===== src/sv/pfch_pkg.sv =====
package pfch_pkg;

  // Field widths
  localparam int ENTRY_W   = 64;
  localparam int FRAME_W   = 55;
  localparam int HASH_W    = 64;
  localparam int FIELD_W   = 32;
  localparam int CODE_W    = 2;
  localparam int PRESENT_B = 63;

  // Configuration port geometry: two registers, read as 64 bits, at byte offsets 0 and 8
  localparam int CFG_ADDR_W = 4;
  localparam int CFG_DATA_W = 64;
  localparam int CFG_SEL_B  = 3;
  localparam logic REG_WINDOW_LOW  = 1'b0;
  localparam logic REG_WINDOW_HIGH = 1'b1;

  // Visibility warning codes on the last page of a region
  localparam logic [CODE_W-1:0] VIS_FINE     = 2'd0;
  localparam logic [CODE_W-1:0] VIS_NONE     = 2'd1;
  localparam logic [CODE_W-1:0] VIS_ALL_ZERO = 2'd2;

  // Page item after frame extraction
  typedef struct packed {
    logic [FRAME_W-1:0] frame;
    logic               first_page;
    logic               last_page;
  } pfch_item_t;

  // Frame window from the configuration registers
  typedef struct packed {
    logic [FRAME_W-1:0] low;
    logic [FRAME_W-1:0] high;
  } pfch_window_t;

  // One result per page
  typedef struct packed {
    logic [FRAME_W-1:0] frame_number;
    logic [FIELD_W-1:0] pages_seen;
    logic [FIELD_W-1:0] pages_present;
    logic [FIELD_W-1:0] pages_in_window;
    logic [FRAME_W-1:0] first_frame;
    logic [FRAME_W-1:0] largest_frame;
    logic [HASH_W-1:0]  frame_hash;
    logic               region_done;
    logic [CODE_W-1:0]  visibility_code;
  } pfch_result_t;

  // hash * 1099511628211 + frame mod 2^64.
  // The multiplier is 2^40 + 0x1B3, 0x1B3 = 256 + 128 + 32 + 16 + 2 + 1.
  function automatic logic [HASH_W-1:0] hash_step(input logic [HASH_W-1:0]  h,
                                                  input logic [FRAME_W-1:0] f);
    logic [HASH_W-1:0] lo_sum;
    logic [HASH_W-1:0] hi_sum;
    lo_sum = (h << 8) + (h << 7) + (h << 5) + (h << 4) + (h << 1) + h;
    hi_sum = (h << 40) + HASH_W'(f);
    return lo_sum + hi_sum;
  endfunction

endpackage


===== src/sv/pfch_if.sv =====
// Page entry channel
interface pfch_in_if;
  logic                            valid;
  logic                            ready;
  logic [pfch_pkg::ENTRY_W-1:0]    entry;
  logic                            read_ok;
  logic                            first_page;
  logic                            last_page;

  modport source (output valid, entry, read_ok, first_page, last_page, input ready);
  modport sink   (input valid, entry, read_ok, first_page, last_page, output ready);
endinterface

// Census result channel
interface pfch_out_if;
  logic                            valid;
  logic                            ready;
  logic [pfch_pkg::FRAME_W-1:0]    frame_number;
  logic [pfch_pkg::FIELD_W-1:0]    pages_seen;
  logic [pfch_pkg::FIELD_W-1:0]    pages_present;
  logic [pfch_pkg::FIELD_W-1:0]    pages_in_window;
  logic [pfch_pkg::FRAME_W-1:0]    first_frame;
  logic [pfch_pkg::FRAME_W-1:0]    largest_frame;
  logic [pfch_pkg::HASH_W-1:0]     frame_hash;
  logic                            region_done;
  logic [pfch_pkg::CODE_W-1:0]     visibility_code;

  modport source (output valid, frame_number, pages_seen, pages_present, pages_in_window,
                  first_frame, largest_frame, frame_hash, region_done, visibility_code,
                  input ready);
  modport sink   (input valid, frame_number, pages_seen, pages_present, pages_in_window,
                  first_frame, largest_frame, frame_hash, region_done, visibility_code,
                  output ready);
endinterface


===== src/sv/pfch_cfg.sv =====
module pfch_cfg (
  input  logic                            clk,
  input  logic                            rst_n,
  input  logic                            psel,
  input  logic                            penable,
  input  logic                            pwrite,
  input  logic [pfch_pkg::CFG_ADDR_W-1:0] paddr,
  input  logic [pfch_pkg::CFG_DATA_W-1:0] pwdata,
  output logic [pfch_pkg::CFG_DATA_W-1:0] prdata,
  output logic                            pready,
  output pfch_pkg::pfch_window_t          window
);

  logic [pfch_pkg::FRAME_W-1:0] win_low_r,  win_low_nxt;
  logic [pfch_pkg::FRAME_W-1:0] win_high_r, win_high_nxt;
  logic                         wr_en;
  logic                         reg_sel;

  assign pready  = 1'b1;
  assign wr_en   = psel & penable & pwrite;
  assign reg_sel = paddr[pfch_pkg::CFG_SEL_B];

  // Register write on the access phase
  always_comb begin
    win_low_nxt  = win_low_r;
    win_high_nxt = win_high_r;
    if (wr_en) begin
      case (reg_sel)
        pfch_pkg::REG_WINDOW_LOW:  win_low_nxt  = pwdata[pfch_pkg::FRAME_W-1:0];
        pfch_pkg::REG_WINDOW_HIGH: win_high_nxt = pwdata[pfch_pkg::FRAME_W-1:0];
        default: ;
      endcase
    end
  end

  always_ff @(posedge clk) begin
    if (!rst_n) begin
      win_low_r  <= '0;
      win_high_r <= '0;
    end else begin
      win_low_r  <= win_low_nxt;
      win_high_r <= win_high_nxt;
    end
  end

  // Read mux
  always_comb begin
    case (reg_sel)
      pfch_pkg::REG_WINDOW_LOW:  prdata = pfch_pkg::CFG_DATA_W'(win_low_r);
      pfch_pkg::REG_WINDOW_HIGH: prdata = pfch_pkg::CFG_DATA_W'(win_high_r);
      default:                   prdata = '0;
    endcase
  end

  assign window.low  = win_low_r;
  assign window.high = win_high_r;

endmodule


===== src/sv/pfch_stats.sv =====
module pfch_stats #(
  parameter int COUNT_BITS = 32
) (
  input  logic                   clk,
  input  logic                   rst_n,
  input  logic                   advance,
  input  pfch_pkg::pfch_item_t   item,
  input  pfch_pkg::pfch_window_t window,
  output pfch_pkg::pfch_result_t result
);

  logic [COUNT_BITS-1:0]        page_r,   page_nxt;
  logic [COUNT_BITS-1:0]        pres_r,   pres_nxt;
  logic [COUNT_BITS-1:0]        win_r,    win_nxt;
  logic [pfch_pkg::FRAME_W-1:0] first_r,  first_nxt;
  logic [pfch_pkg::FRAME_W-1:0] peak_r,   peak_nxt;
  logic [pfch_pkg::HASH_W-1:0]  hash_r,   hash_nxt;

  logic [COUNT_BITS-1:0]        page_base, pres_base, win_base;
  logic [pfch_pkg::FRAME_W-1:0] first_base, peak_base;
  logic [pfch_pkg::HASH_W-1:0]  hash_base;
  logic                         present;
  logic                         in_window;
  logic [pfch_pkg::CODE_W-1:0]  code;

  function automatic logic [COUNT_BITS-1:0] sat_inc(input logic [COUNT_BITS-1:0] v);
    return (v == '1) ? v : v + 1'b1;
  endfunction

  // First page starts the region from a clean slate
  always_comb begin
    page_base  = item.first_page ? '0 : page_r;
    pres_base  = item.first_page ? '0 : pres_r;
    win_base   = item.first_page ? '0 : win_r;
    first_base = item.first_page ? '0 : first_r;
    peak_base  = item.first_page ? '0 : peak_r;
    hash_base  = item.first_page ? '0 : hash_r;
  end

  assign present   = (item.frame != '0);
  assign in_window = present && (window.high != '0) &&
                     (item.frame >= window.low) && (item.frame < window.high);

  // Census update for this page
  always_comb begin
    page_nxt  = sat_inc(page_base);
    pres_nxt  = present ? sat_inc(pres_base) : pres_base;
    win_nxt   = in_window ? sat_inc(win_base) : win_base;
    first_nxt = (present && (pres_base == '0)) ? item.frame : first_base;
    peak_nxt  = (present && (item.frame > peak_base)) ? item.frame : peak_base;
    hash_nxt  = present ? pfch_pkg::hash_step(hash_base, item.frame) : hash_base;
  end

  // Visibility warning, only on the last page
  always_comb begin
    code = pfch_pkg::VIS_FINE;
    if (item.last_page) begin
      if ((page_nxt != '0) && (pres_nxt == '0)) begin
        code = pfch_pkg::VIS_NONE;
      end else if ((pres_nxt != '0) && (peak_nxt == '0)) begin
        code = pfch_pkg::VIS_ALL_ZERO;
      end
    end
  end

  always_ff @(posedge clk) begin
    if (!rst_n) begin
      page_r  <= '0;
      pres_r  <= '0;
      win_r   <= '0;
      first_r <= '0;
      peak_r  <= '0;
      hash_r  <= '0;
    end else if (advance) begin
      page_r  <= page_nxt;
      pres_r  <= pres_nxt;
      win_r   <= win_nxt;
      first_r <= first_nxt;
      peak_r  <= peak_nxt;
      hash_r  <= hash_nxt;
    end
  end

  // Result fields carry the low bits of the counters
  always_comb begin
    result.frame_number    = item.frame;
    result.pages_seen      = pfch_pkg::FIELD_W'(page_nxt);
    result.pages_present   = pfch_pkg::FIELD_W'(pres_nxt);
    result.pages_in_window = pfch_pkg::FIELD_W'(win_nxt);
    result.first_frame     = first_nxt;
    result.largest_frame   = peak_nxt;
    result.frame_hash      = hash_nxt;
    result.region_done     = item.last_page;
    result.visibility_code = code;
  end

endmodule


===== src/sv/page_frame_census_hash_unit.sv =====
// Channel   Dir  Transfer when          Carries
// in_ch     in   valid & ready          entry, read_ok, first_page, last_page
// out_ch    out  valid & ready          frame, counts, first/largest frame, hash, code
// cfg (APB) in   psel&penable&pwrite    window_low @0x0, window_high @0x8
//
// One page per cycle sustained while out_ch accepts. An accepted entry sits in the input
// register while the census update and the hash's shift-add multiply are computed from
// it, and the result is then registered in the output register and offered from there.
// A stall on out_ch holds both stages and deasserts in_ch.ready only when both are full.
// rst_n is synchronous and clears the census, the window registers and all valid flags.
module page_frame_census_hash_unit #(
  parameter int COUNT_BITS = 32
) (
  input  logic                            clk,
  input  logic                            rst_n,
  pfch_in_if.sink                         in_ch,
  pfch_out_if.source                      out_ch,
  input  logic                            psel,
  input  logic                            penable,
  input  logic                            pwrite,
  input  logic [pfch_pkg::CFG_ADDR_W-1:0] paddr,
  input  logic [pfch_pkg::CFG_DATA_W-1:0] pwdata,
  output logic [pfch_pkg::CFG_DATA_W-1:0] prdata,
  output logic                            pready
);

  pfch_pkg::pfch_window_t window;
  pfch_pkg::pfch_item_t   item_r, item_nxt;
  pfch_pkg::pfch_result_t res_comb;
  pfch_pkg::pfch_result_t res_r;
  logic                   item_vld_r;
  logic                   out_vld_r;
  logic                   out_free;
  logic                   advance;
  logic                   in_xfer;

  pfch_cfg u_cfg (
    .clk     (clk),
    .rst_n   (rst_n),
    .psel    (psel),
    .penable (penable),
    .pwrite  (pwrite),
    .paddr   (paddr),
    .pwdata  (pwdata),
    .prdata  (prdata),
    .pready  (pready),
    .window  (window)
  );

  // Handshake: each stage moves when the one after it has room
  assign out_free    = !out_vld_r || out_ch.ready;
  assign advance     = item_vld_r && out_free;
  assign in_ch.ready = !item_vld_r || out_free;
  assign in_xfer     = in_ch.valid && in_ch.ready;

  // Frame extraction at the input register
  always_comb begin
    item_nxt.frame      = (in_ch.read_ok && in_ch.entry[pfch_pkg::PRESENT_B]) ?
                          in_ch.entry[pfch_pkg::FRAME_W-1:0] : '0;
    item_nxt.first_page = in_ch.first_page;
    item_nxt.last_page  = in_ch.last_page;
  end

  always_ff @(posedge clk) begin
    if (!rst_n) begin
      item_vld_r <= 1'b0;
    end else if (in_ch.ready) begin
      item_vld_r <= in_ch.valid;
    end
  end

  always_ff @(posedge clk) begin
    if (in_xfer) begin
      item_r <= item_nxt;
    end
  end

  pfch_stats #(
    .COUNT_BITS (COUNT_BITS)
  ) u_stats (
    .clk     (clk),
    .rst_n   (rst_n),
    .advance (advance),
    .item    (item_r),
    .window  (window),
    .result  (res_comb)
  );

  // Output register
  always_ff @(posedge clk) begin
    if (!rst_n) begin
      out_vld_r <= 1'b0;
    end else if (out_free) begin
      out_vld_r <= item_vld_r;
    end
  end

  always_ff @(posedge clk) begin
    if (advance) begin
      res_r <= res_comb;
    end
  end

  assign out_ch.valid           = out_vld_r;
  assign out_ch.frame_number    = res_r.frame_number;
  assign out_ch.pages_seen      = res_r.pages_seen;
  assign out_ch.pages_present   = res_r.pages_present;
  assign out_ch.pages_in_window = res_r.pages_in_window;
  assign out_ch.first_frame     = res_r.first_frame;
  assign out_ch.largest_frame   = res_r.largest_frame;
  assign out_ch.frame_hash      = res_r.frame_hash;
  assign out_ch.region_done     = res_r.region_done;
  assign out_ch.visibility_code = res_r.visibility_code;

  // An accepted entry always lands in the input register
  a_in_lands: assert property (@(posedge clk) disable iff (!rst_n)
    in_xfer |=> item_vld_r)
    else $error("accepted entry not held in input register");

  // A present frame can never exceed the running maximum, and the first frame is then nonzero
  a_peak_bound: assert property (@(posedge clk) disable iff (!rst_n)
    out_vld_r && (res_r.frame_number != '0) |->
      (res_r.largest_frame >= res_r.frame_number) && (res_r.first_frame != '0))
    else $error("largest or first frame inconsistent with present page");

  // Warning code only on the last page of a region
  a_code_last: assert property (@(posedge clk) disable iff (!rst_n)
    out_vld_r && !res_r.region_done |-> (res_r.visibility_code == pfch_pkg::VIS_FINE))
    else $error("visibility code outside last page");

  // A present page cannot report an empty region
  a_code_none: assert property (@(posedge clk) disable iff (!rst_n)
    out_vld_r && (res_r.frame_number != '0) |->
      (res_r.visibility_code != pfch_pkg::VIS_NONE))
    else $error("no-present code on a present page");

endmodule


===== src/flat_wrapper.sv =====
// flat-port wrapper written by rule: the top's interface ports become plain ports
module page_frame_census_hash_unit_flat 
#(
  parameter int COUNT_BITS = 32
)
  (clk, rst_n, psel, penable, pwrite, paddr, pwdata, prdata, pready, in_ch_valid, in_ch_entry, in_ch_read_ok, in_ch_first_page, in_ch_last_page, in_ch_ready, out_ch_valid, out_ch_frame_number, out_ch_pages_seen, out_ch_pages_present, out_ch_pages_in_window, out_ch_first_frame, out_ch_largest_frame, out_ch_frame_hash, out_ch_region_done, out_ch_visibility_code, out_ch_ready);
  pfch_in_if in_ch_i ();
  pfch_out_if out_ch_i ();
  input  logic clk;
  input  logic rst_n;
  input  logic psel;
  input  logic penable;
  input  logic pwrite;
  input  logic [pfch_pkg::CFG_ADDR_W-1:0] paddr;
  input  logic [pfch_pkg::CFG_DATA_W-1:0] pwdata;
  output logic [pfch_pkg::CFG_DATA_W-1:0] prdata;
  output logic pready;
  input wire logic [$bits(in_ch_i.valid)-1:0] in_ch_valid;
  input wire logic [$bits(in_ch_i.entry)-1:0] in_ch_entry;
  input wire logic [$bits(in_ch_i.read_ok)-1:0] in_ch_read_ok;
  input wire logic [$bits(in_ch_i.first_page)-1:0] in_ch_first_page;
  input wire logic [$bits(in_ch_i.last_page)-1:0] in_ch_last_page;
  output wire logic [$bits(in_ch_i.ready)-1:0] in_ch_ready;
  output wire logic [$bits(out_ch_i.valid)-1:0] out_ch_valid;
  output wire logic [$bits(out_ch_i.frame_number)-1:0] out_ch_frame_number;
  output wire logic [$bits(out_ch_i.pages_seen)-1:0] out_ch_pages_seen;
  output wire logic [$bits(out_ch_i.pages_present)-1:0] out_ch_pages_present;
  output wire logic [$bits(out_ch_i.pages_in_window)-1:0] out_ch_pages_in_window;
  output wire logic [$bits(out_ch_i.first_frame)-1:0] out_ch_first_frame;
  output wire logic [$bits(out_ch_i.largest_frame)-1:0] out_ch_largest_frame;
  output wire logic [$bits(out_ch_i.frame_hash)-1:0] out_ch_frame_hash;
  output wire logic [$bits(out_ch_i.region_done)-1:0] out_ch_region_done;
  output wire logic [$bits(out_ch_i.visibility_code)-1:0] out_ch_visibility_code;
  input wire logic [$bits(out_ch_i.ready)-1:0] out_ch_ready;
  assign in_ch_i.valid = in_ch_valid;
  assign in_ch_i.entry = in_ch_entry;
  assign in_ch_i.read_ok = in_ch_read_ok;
  assign in_ch_i.first_page = in_ch_first_page;
  assign in_ch_i.last_page = in_ch_last_page;
  assign in_ch_ready = in_ch_i.ready;
  assign out_ch_valid = out_ch_i.valid;
  assign out_ch_frame_number = out_ch_i.frame_number;
  assign out_ch_pages_seen = out_ch_i.pages_seen;
  assign out_ch_pages_present = out_ch_i.pages_present;
  assign out_ch_pages_in_window = out_ch_i.pages_in_window;
  assign out_ch_first_frame = out_ch_i.first_frame;
  assign out_ch_largest_frame = out_ch_i.largest_frame;
  assign out_ch_frame_hash = out_ch_i.frame_hash;
  assign out_ch_region_done = out_ch_i.region_done;
  assign out_ch_visibility_code = out_ch_i.visibility_code;
  assign out_ch_i.ready = out_ch_ready;
  page_frame_census_hash_unit #(.COUNT_BITS(COUNT_BITS)) u_core (.clk(clk), .rst_n(rst_n), .in_ch(in_ch_i), .out_ch(out_ch_i), .psel(psel), .penable(penable), .pwrite(pwrite), .paddr(paddr), .pwdata(pwdata), .prdata(prdata), .pready(pready));
endmodule

===== config.mk =====
export PLATFORM = sky130hd
export DESIGN_NAME = page_frame_census_hash_unit_flat
export DESIGN_NICKNAME = d
export VERILOG_FILES = /design/src/sv/pfch_pkg.sv /design/src/sv/pfch_if.sv /design/src/sv/pfch_cfg.sv /design/src/sv/pfch_stats.sv /design/src/sv/page_frame_census_hash_unit.sv /design/src/flat_wrapper.sv
export SDC_FILE = /design/constraint.sdc
export NUM_CORES = 2
export LEC_CHECK = 0
export BUFFER_PORTS_ARGS = -buffer_cell sky130_fd_sc_hd__buf_2
export CAP_MARGIN = 20
export CORE_MARGIN = 1.5
export CORE_UTILIZATION = 30
export DETAILED_ROUTE_END_ITERATION = 7
export PLACE_DENSITY_LB_ADDON = 0.12
export RECOVER_POWER = 50
export SYNTH_ARGS = -nofsm -noshare
export SYNTH_HDL_FRONTEND = slang
export SYNTH_SLANG_ARGS = --single-unit

===== constraint.sdc =====
create_clock -name clk -period 21.2 [get_ports clk]
set_clock_uncertainty 0.15 [all_clocks]
set_input_delay 1.06 -clock clk [delete_from_list [all_inputs] [get_ports clk]]
set_output_delay 1.06 -clock clk [all_outputs]
set_load 0.05 [all_outputs]

# ---- Yosys cells after proc, flatten, opt, wreduce, memory -nomap -nowiden
# Cells that the tools add are included.
dict set report op_classes {
  n_mux 17
  n_lt_le_gt_ge 3
  n_reduce_logical 24
  bitwise_logic 4
  eq_ne 3
  add_sub_neg 10
}
# cell count
set op_table {}
lappend op_table {{adder 64 bit} 6}
lappend op_table {{two-way mux 32 bit} 8}
lappend op_table {{two-way mux 55 bit} 4}
lappend op_table {{two-way mux 64 bit} 2}
lappend op_table {{case mux 64 bit (2 select lines)} 1}
lappend op_table {{nonzero test 55 bit} 2}
lappend op_table {{adder 32 x 1 -> 32 bit (second input constant)} 3}
lappend op_table {{equality test 32 bit (second input constant)} 3}
lappend op_table {{adder 64 x 55 -> 64 bit} 1}
lappend op_table {{zero test 32 bit} 2}
lappend op_table {{nonzero test 32 bit} 2}
lappend op_table {{greater-or-equal comparator 55 bit} 1}
lappend op_table {{greater-than comparator 55 bit} 1}
lappend op_table {{zero test 55 bit} 1}
lappend op_table {{less-than comparator 55 bit} 1}
lappend op_table {{logical AND 1 bit} 10}
lappend op_table {{AND reduction 2 bit} 2}
lappend op_table {{bitwise AND 1 bit} 2}
lappend op_table {{zero test 1 bit} 2}
lappend op_table {{logical OR 1 bit} 2}
lappend op_table {{two-way mux 2 bit} 1}
lappend op_table {{NOT 1 bit} 2}
lappend op_table {{OR reduction 2 bit} 1}
lappend op_table {{two-way mux 1 bit} 1}
dict set report totals {
  inputBits 142
  elab_cells 84
  out_inout_bits 395
  regBits 767
}

# ---- Depth between registers and ports, before layout
dict set report logic_depth {
  ltp_word 8
  depth_mapped 28
  mapped_depth_nobuf 21
}

# ---- Cells and area by module
# From an unflattened synthesis, not the netlist that was laid out.
dict set report unflattened {
  hier_cells 5235
  area_unflattened_um2 50046.7
}
# mod area_each_um2 n_inst cells_per_inst
set modules_own_cells {}
lappend modules_own_cells {pfch_stats 33113.0 1 4285}
lappend modules_own_cells {page_frame_census_hash_unit 12070.3 1 460}
lappend modules_own_cells {pfch_cfg 4863.4 1 490}

# ---- Worst setup path after synthesis
# OpenSTA, ideal clock, no wires.
dict set report synth_timing {
  path_kind {input-to-reg}
  from {input out_ch_ready}
  to {register u_core.u_stats.win_r[25]}
  arrival_ps 11619
  path_slack_ps 9326
  setup_time_ps 105
  n_path_buf 3
  cell_stages 8
  path_cell_list {nor2b_1 -> nand2b_1 -> clkbuf_1 -> inv_2 -> clkbuf_1 -> clkbuf_1 -> nand4_1 -> nand3_1}
}
dict set report synth_between {
  elab_chain_cells 2
}
# element line
set synth_lines {}
lappend synth_lines {{from (decl)} flat_wrapper.sv:34} ;# input wire logic [$bits(out_ch_i.ready)-1:0] out_ch_ready;
lappend synth_lines {{logical OR 1 bit} page_frame_census_hash_unit.sv:51} ;# assign out_free = !out_vld_r || out_ch.ready;
lappend synth_lines {{logical AND 1 bit} page_frame_census_hash_unit.sv:52} ;# assign advance = item_vld_r && out_free;
lappend synth_lines {{named net u_core.advance} page_frame_census_hash_unit.sv:34} ;# logic advance;
lappend synth_lines {{to (signal assigned)} pfch_stats.sv:77} ;# win_r <= win_nxt;
lappend synth_lines {{to (decl)} pfch_stats.sv:14} ;# logic [COUNT_BITS-1:0] win_r, win_nxt;
# The timed path passes the listed nets, and every way through them passes these cells.
# A chain may end at the register's enable or synchronous reset.

# ---- Worst setup path after layout
dict set report layout_timing {
  from {input out_ch_ready}
  to {register u_core.u_stats.page_r[18]}
}
dict set report layout_between {
  elab_chain_cells 2
}
# element line
set layout_lines {}
lappend layout_lines {{logical OR 1 bit} page_frame_census_hash_unit.sv:51}
lappend layout_lines {{logical AND 1 bit} page_frame_census_hash_unit.sv:52}
lappend layout_lines {{to (signal assigned)} pfch_stats.sv:75} ;# page_r <= page_nxt;
lappend layout_lines {{to (decl)} pfch_stats.sv:12} ;# logic [COUNT_BITS-1:0] page_r, page_nxt;
# No other way between the ends.

==> reports/qor.csv <==
stage,metric,value,unit
outcome,status,"complete, but fails checks",
outcome,failed_checks,"capacitance limit, slew limit",
drt,wire_per_inst,23.0,microns
finish,final_area,56800,sq um
power,p_leak,22.6,nW
global_route,track_usage,0.220,
timing,tightest_slew,7.02,ns
floorplan,num_rows,148,
floorplan,io-pin-count,537,
place,place_area,54200,sq um
power,pwr-share-comb,0.484,
global_route,grt_pass1_wl,274000,microns
timing,rsz0062_at_grt,false,
place,port_buffers,506,
floorplan,dieHeight,409,microns
timing,timing.final.ws_setup,8.42,ns
power,power-per-cell-area,125,nW/um^2
min_path,hold_path_depth,2,
synth,synth_most_common_cell,nand2_1,
finish,fin_util,0.348,
drt,vias,40689,
cts,cts-resized-gates,0,
timing,setup_tns,0,ns
synth,ys_top_cells_by_count,"678 x nand2_1, 558 x inv_1, 475 x nor2_1",
cts,cts-root-buf,clkbuf_16,
drt,drtAntennaViolNets,0,
timing,relSlewSlack,-3.68,
setup_path,required,21.60,ns
timing,slew_viol_final,931,
global_route,grt_start_max_net_pins,137,
drt,drc,0,
synth,yosysTopAreaCellShare,0.234,
min_path,hold_class,reg2reg,
synth,yosysTopAreaCell,edfxtp_1,
setup_path,cp_data_arrival_time,13.18,ns
cts,holdBufCountCts,0,
cts,cts.path.max_buffers,3,
power,clock_power_share,0.242,
cts,clk_latency,0.72,ns
cts,htree_levels,3,
synth,synth_cells,5494,
finish,syn2layout_area_growth,15.1,%
global_route,antenna_found_initial,15,
place,dp_cells,7949,
power,cell_internal_pwr,3.93,mW
finish,drive_gt1_frac,0.0939,
cts,path_clk_slew,0.06,ns
cts,clock-sinks,767,
synth,synth_ff_type,edfxtp_1,
power,switching_power,3.15,mW
finish,layout.cells.non_filler,8131,
synth,syn_area,49400,sq um
timing,finalSetupViolations,0,
floorplan,die_w,409,microns
run,maxCapViolations,14,
setup_path,crit_type,in2reg,
finish,final_net_count,6542,
synth,avgSynthCellArea,8.99,sq um
power,pwr-share-seq,0.275,
finish,fillerInstances,17051,
synth,synth-edff-count,385,
drt,routed_wl,187000,microns
setup_path,reg2reg_depth,5,
floorplan,start_util,0.303,
timing,period_share,0.603,
drt,firstDrtPassIters,8,
floorplan,dieArea,167000,sq um
drt,drt-initial-drc-count,2741,
synth,yosys_register_bits,767,
floorplan,coreArea,163000,sq um
global_route,grt-ovfl-total,0,
timing,whs,0.303,ns
place,dp_hpwl,135000,microns
timing,fmax,78.2,MHz
drt,vias_per_cell,5.00,
synth,ys_seq_area_frac,0.389,
timing,layout_min_cycle_time,12.78,ns
place,gp_congestion,0.858,
setup_path,start_kind,primary input,
setup_path,crit_path_max_fanout,136,
power,p_sw_frac,0.445,
synth,ys_top_cells_by_area,"edfxtp_1 23%, dfxtp_1 15%, fa_1 8.6%",
power,ir_drop,0.0000724,V
timing,hold_violations,0,
synth,yosysUniqueCellTypes,80,
place,post-place-ws,12.85,ns
setup_path,critPathCaptureType,flip-flop,
cts,cts_tree,done,
synth,synthArstFlopShare,0,
cts,cts-buffers-inserted,95,
power,totalPowerFinal,7.08,mW
global_route,grt_pass1_vias,40041,
synth,yosys_warnings,0,
cts,post_cts_buffers,0,
==> layer usage <==
layer  wire length, microns  vias to the layer above  track usage
li1                       -                    19475            -
met1                  82600                    19848        0.291
met2                  85000                     1100        0.353
met4                   7040                       14       0.0795
met5                    103                        -            0
met3                  12000                      252       0.0446
==> sequential cells by signal (all words and copies together), names as in the netlist <==
signal                         cells
u_core.out_ch.region_done          1
u_core.out_ch.first_frame         55
u_core.out_ch.frame_number        55
u_core.u_stats.first_r            55
u_core.out_ch.frame_hash          64
u_core.u_stats.win_r              32
u_core.out_ch.valid                1
u_core.u_cfg.win_low_r            55
u_core.out_ch.visibility_code      2
u_core.out_ch.largest_frame       55
u_core.item_vld_r                  1
u_core.u_stats.page_r             32
u_core.u_stats.pres_r             32
u_core.out_ch.pages_present       32
u_core.out_ch.pages_seen          32
u_core.u_cfg.win_high_r           55
u_core.item_r                     57
u_core.u_stats.peak_r             55
u_core.u_stats.hash_r             64
u_core.out_ch.pages_in_window     32
==> kinds of logic after synthesis <==
logic type	synth area share
xor gates and xnor gates	0.0461
buffers and inverters	0.0691
other	0.000152
muxes	0.0153
adders and majority gates	0.166
DFF	0.389
and+or+nand+nor	0.174
AOI/OAI and AO/OA	0.140
==> power groups by stage <==
| stage | Sequential (mW) | Clock [mW] | Combinational (mW) |
|---|---|---|---|
| final | 1.94 | 1.71 | 3.43 |
| after global placement | 1.97 | 0 | 3.46 |
| after detailed placement | 1.97 | 0 | 3.46 |
| after CTS | 1.94 | 1.77 | 3.48 |
| after global routing | 1.96 | 1.82 | 3.81 |
| after floorplan | 2.18 | 0 | 2.18 |
==> cell usage in the layout (no fill, tap or decap), types with 82 or more instances in the layout <==
| cell | instances |
|---|---|
| a21o_1 | 102 |
| a21oi_1 | 397 |
| and3_1 | 82 |
| buf_2 | 174 |
| clkbuf_1 | 400 |
| clkbuf_16 | 96 |
| dfxtp_1 | 382 |
| edfxtp_1 | 385 |
| fa_1 | 212 |
| ha_1 | 317 |
| inv_1 | 558 |
| nand2_1 | 678 |
| nand3_1 | 95 |
| nand4_1 | 84 |
| nor2_1 | 473 |
| nor2b_1 | 116 |
| nor3_1 | 116 |
| o21ai_0 | 312 |
| xnor2_1 | 188 |
==> critical path, cell delays in order <==
cell and delay, ns:
buf_2 0.10, nor2b_1 0.22, nand2b_1 2.09, clkinvlp_2 4.60
clkbuf_1 3.25, buf_4 1.33, nand2_1 0.16, a21oi_1 0.08
==> cell type report <==
class                      count  area [sq um]  share of cell area
tap                         2175          2720              0.0479
clock inverter                56           689              0.0121
clock buffer                 122          2550              0.0449
antenna                        4          10.0            0.000176
inverter                     561          2110              0.0372
multi-input combinational   3839         26900               0.472
sequential                   767         19200               0.338
timing repair buffer         607          2700              0.0475
==> final timing paths <==
kind / start / to / slack, ns
setup / recovery: out_ch_ready / u_core.u_stats.page_r[18] / 8.42
setup reg to reg: u_core.out_ch.valid / u_core.out_ch.pages_in_window[7] / 8.56
hold / removal: u_core.u_stats.hash_r[61] / u_core.u_stats.hash_r[61] / 0.30
hold reg to reg: u_core.u_stats.hash_r[61] / u_core.u_stats.hash_r[61] / 0.30
No activity file was read; power rests on OpenSTA's default activity.
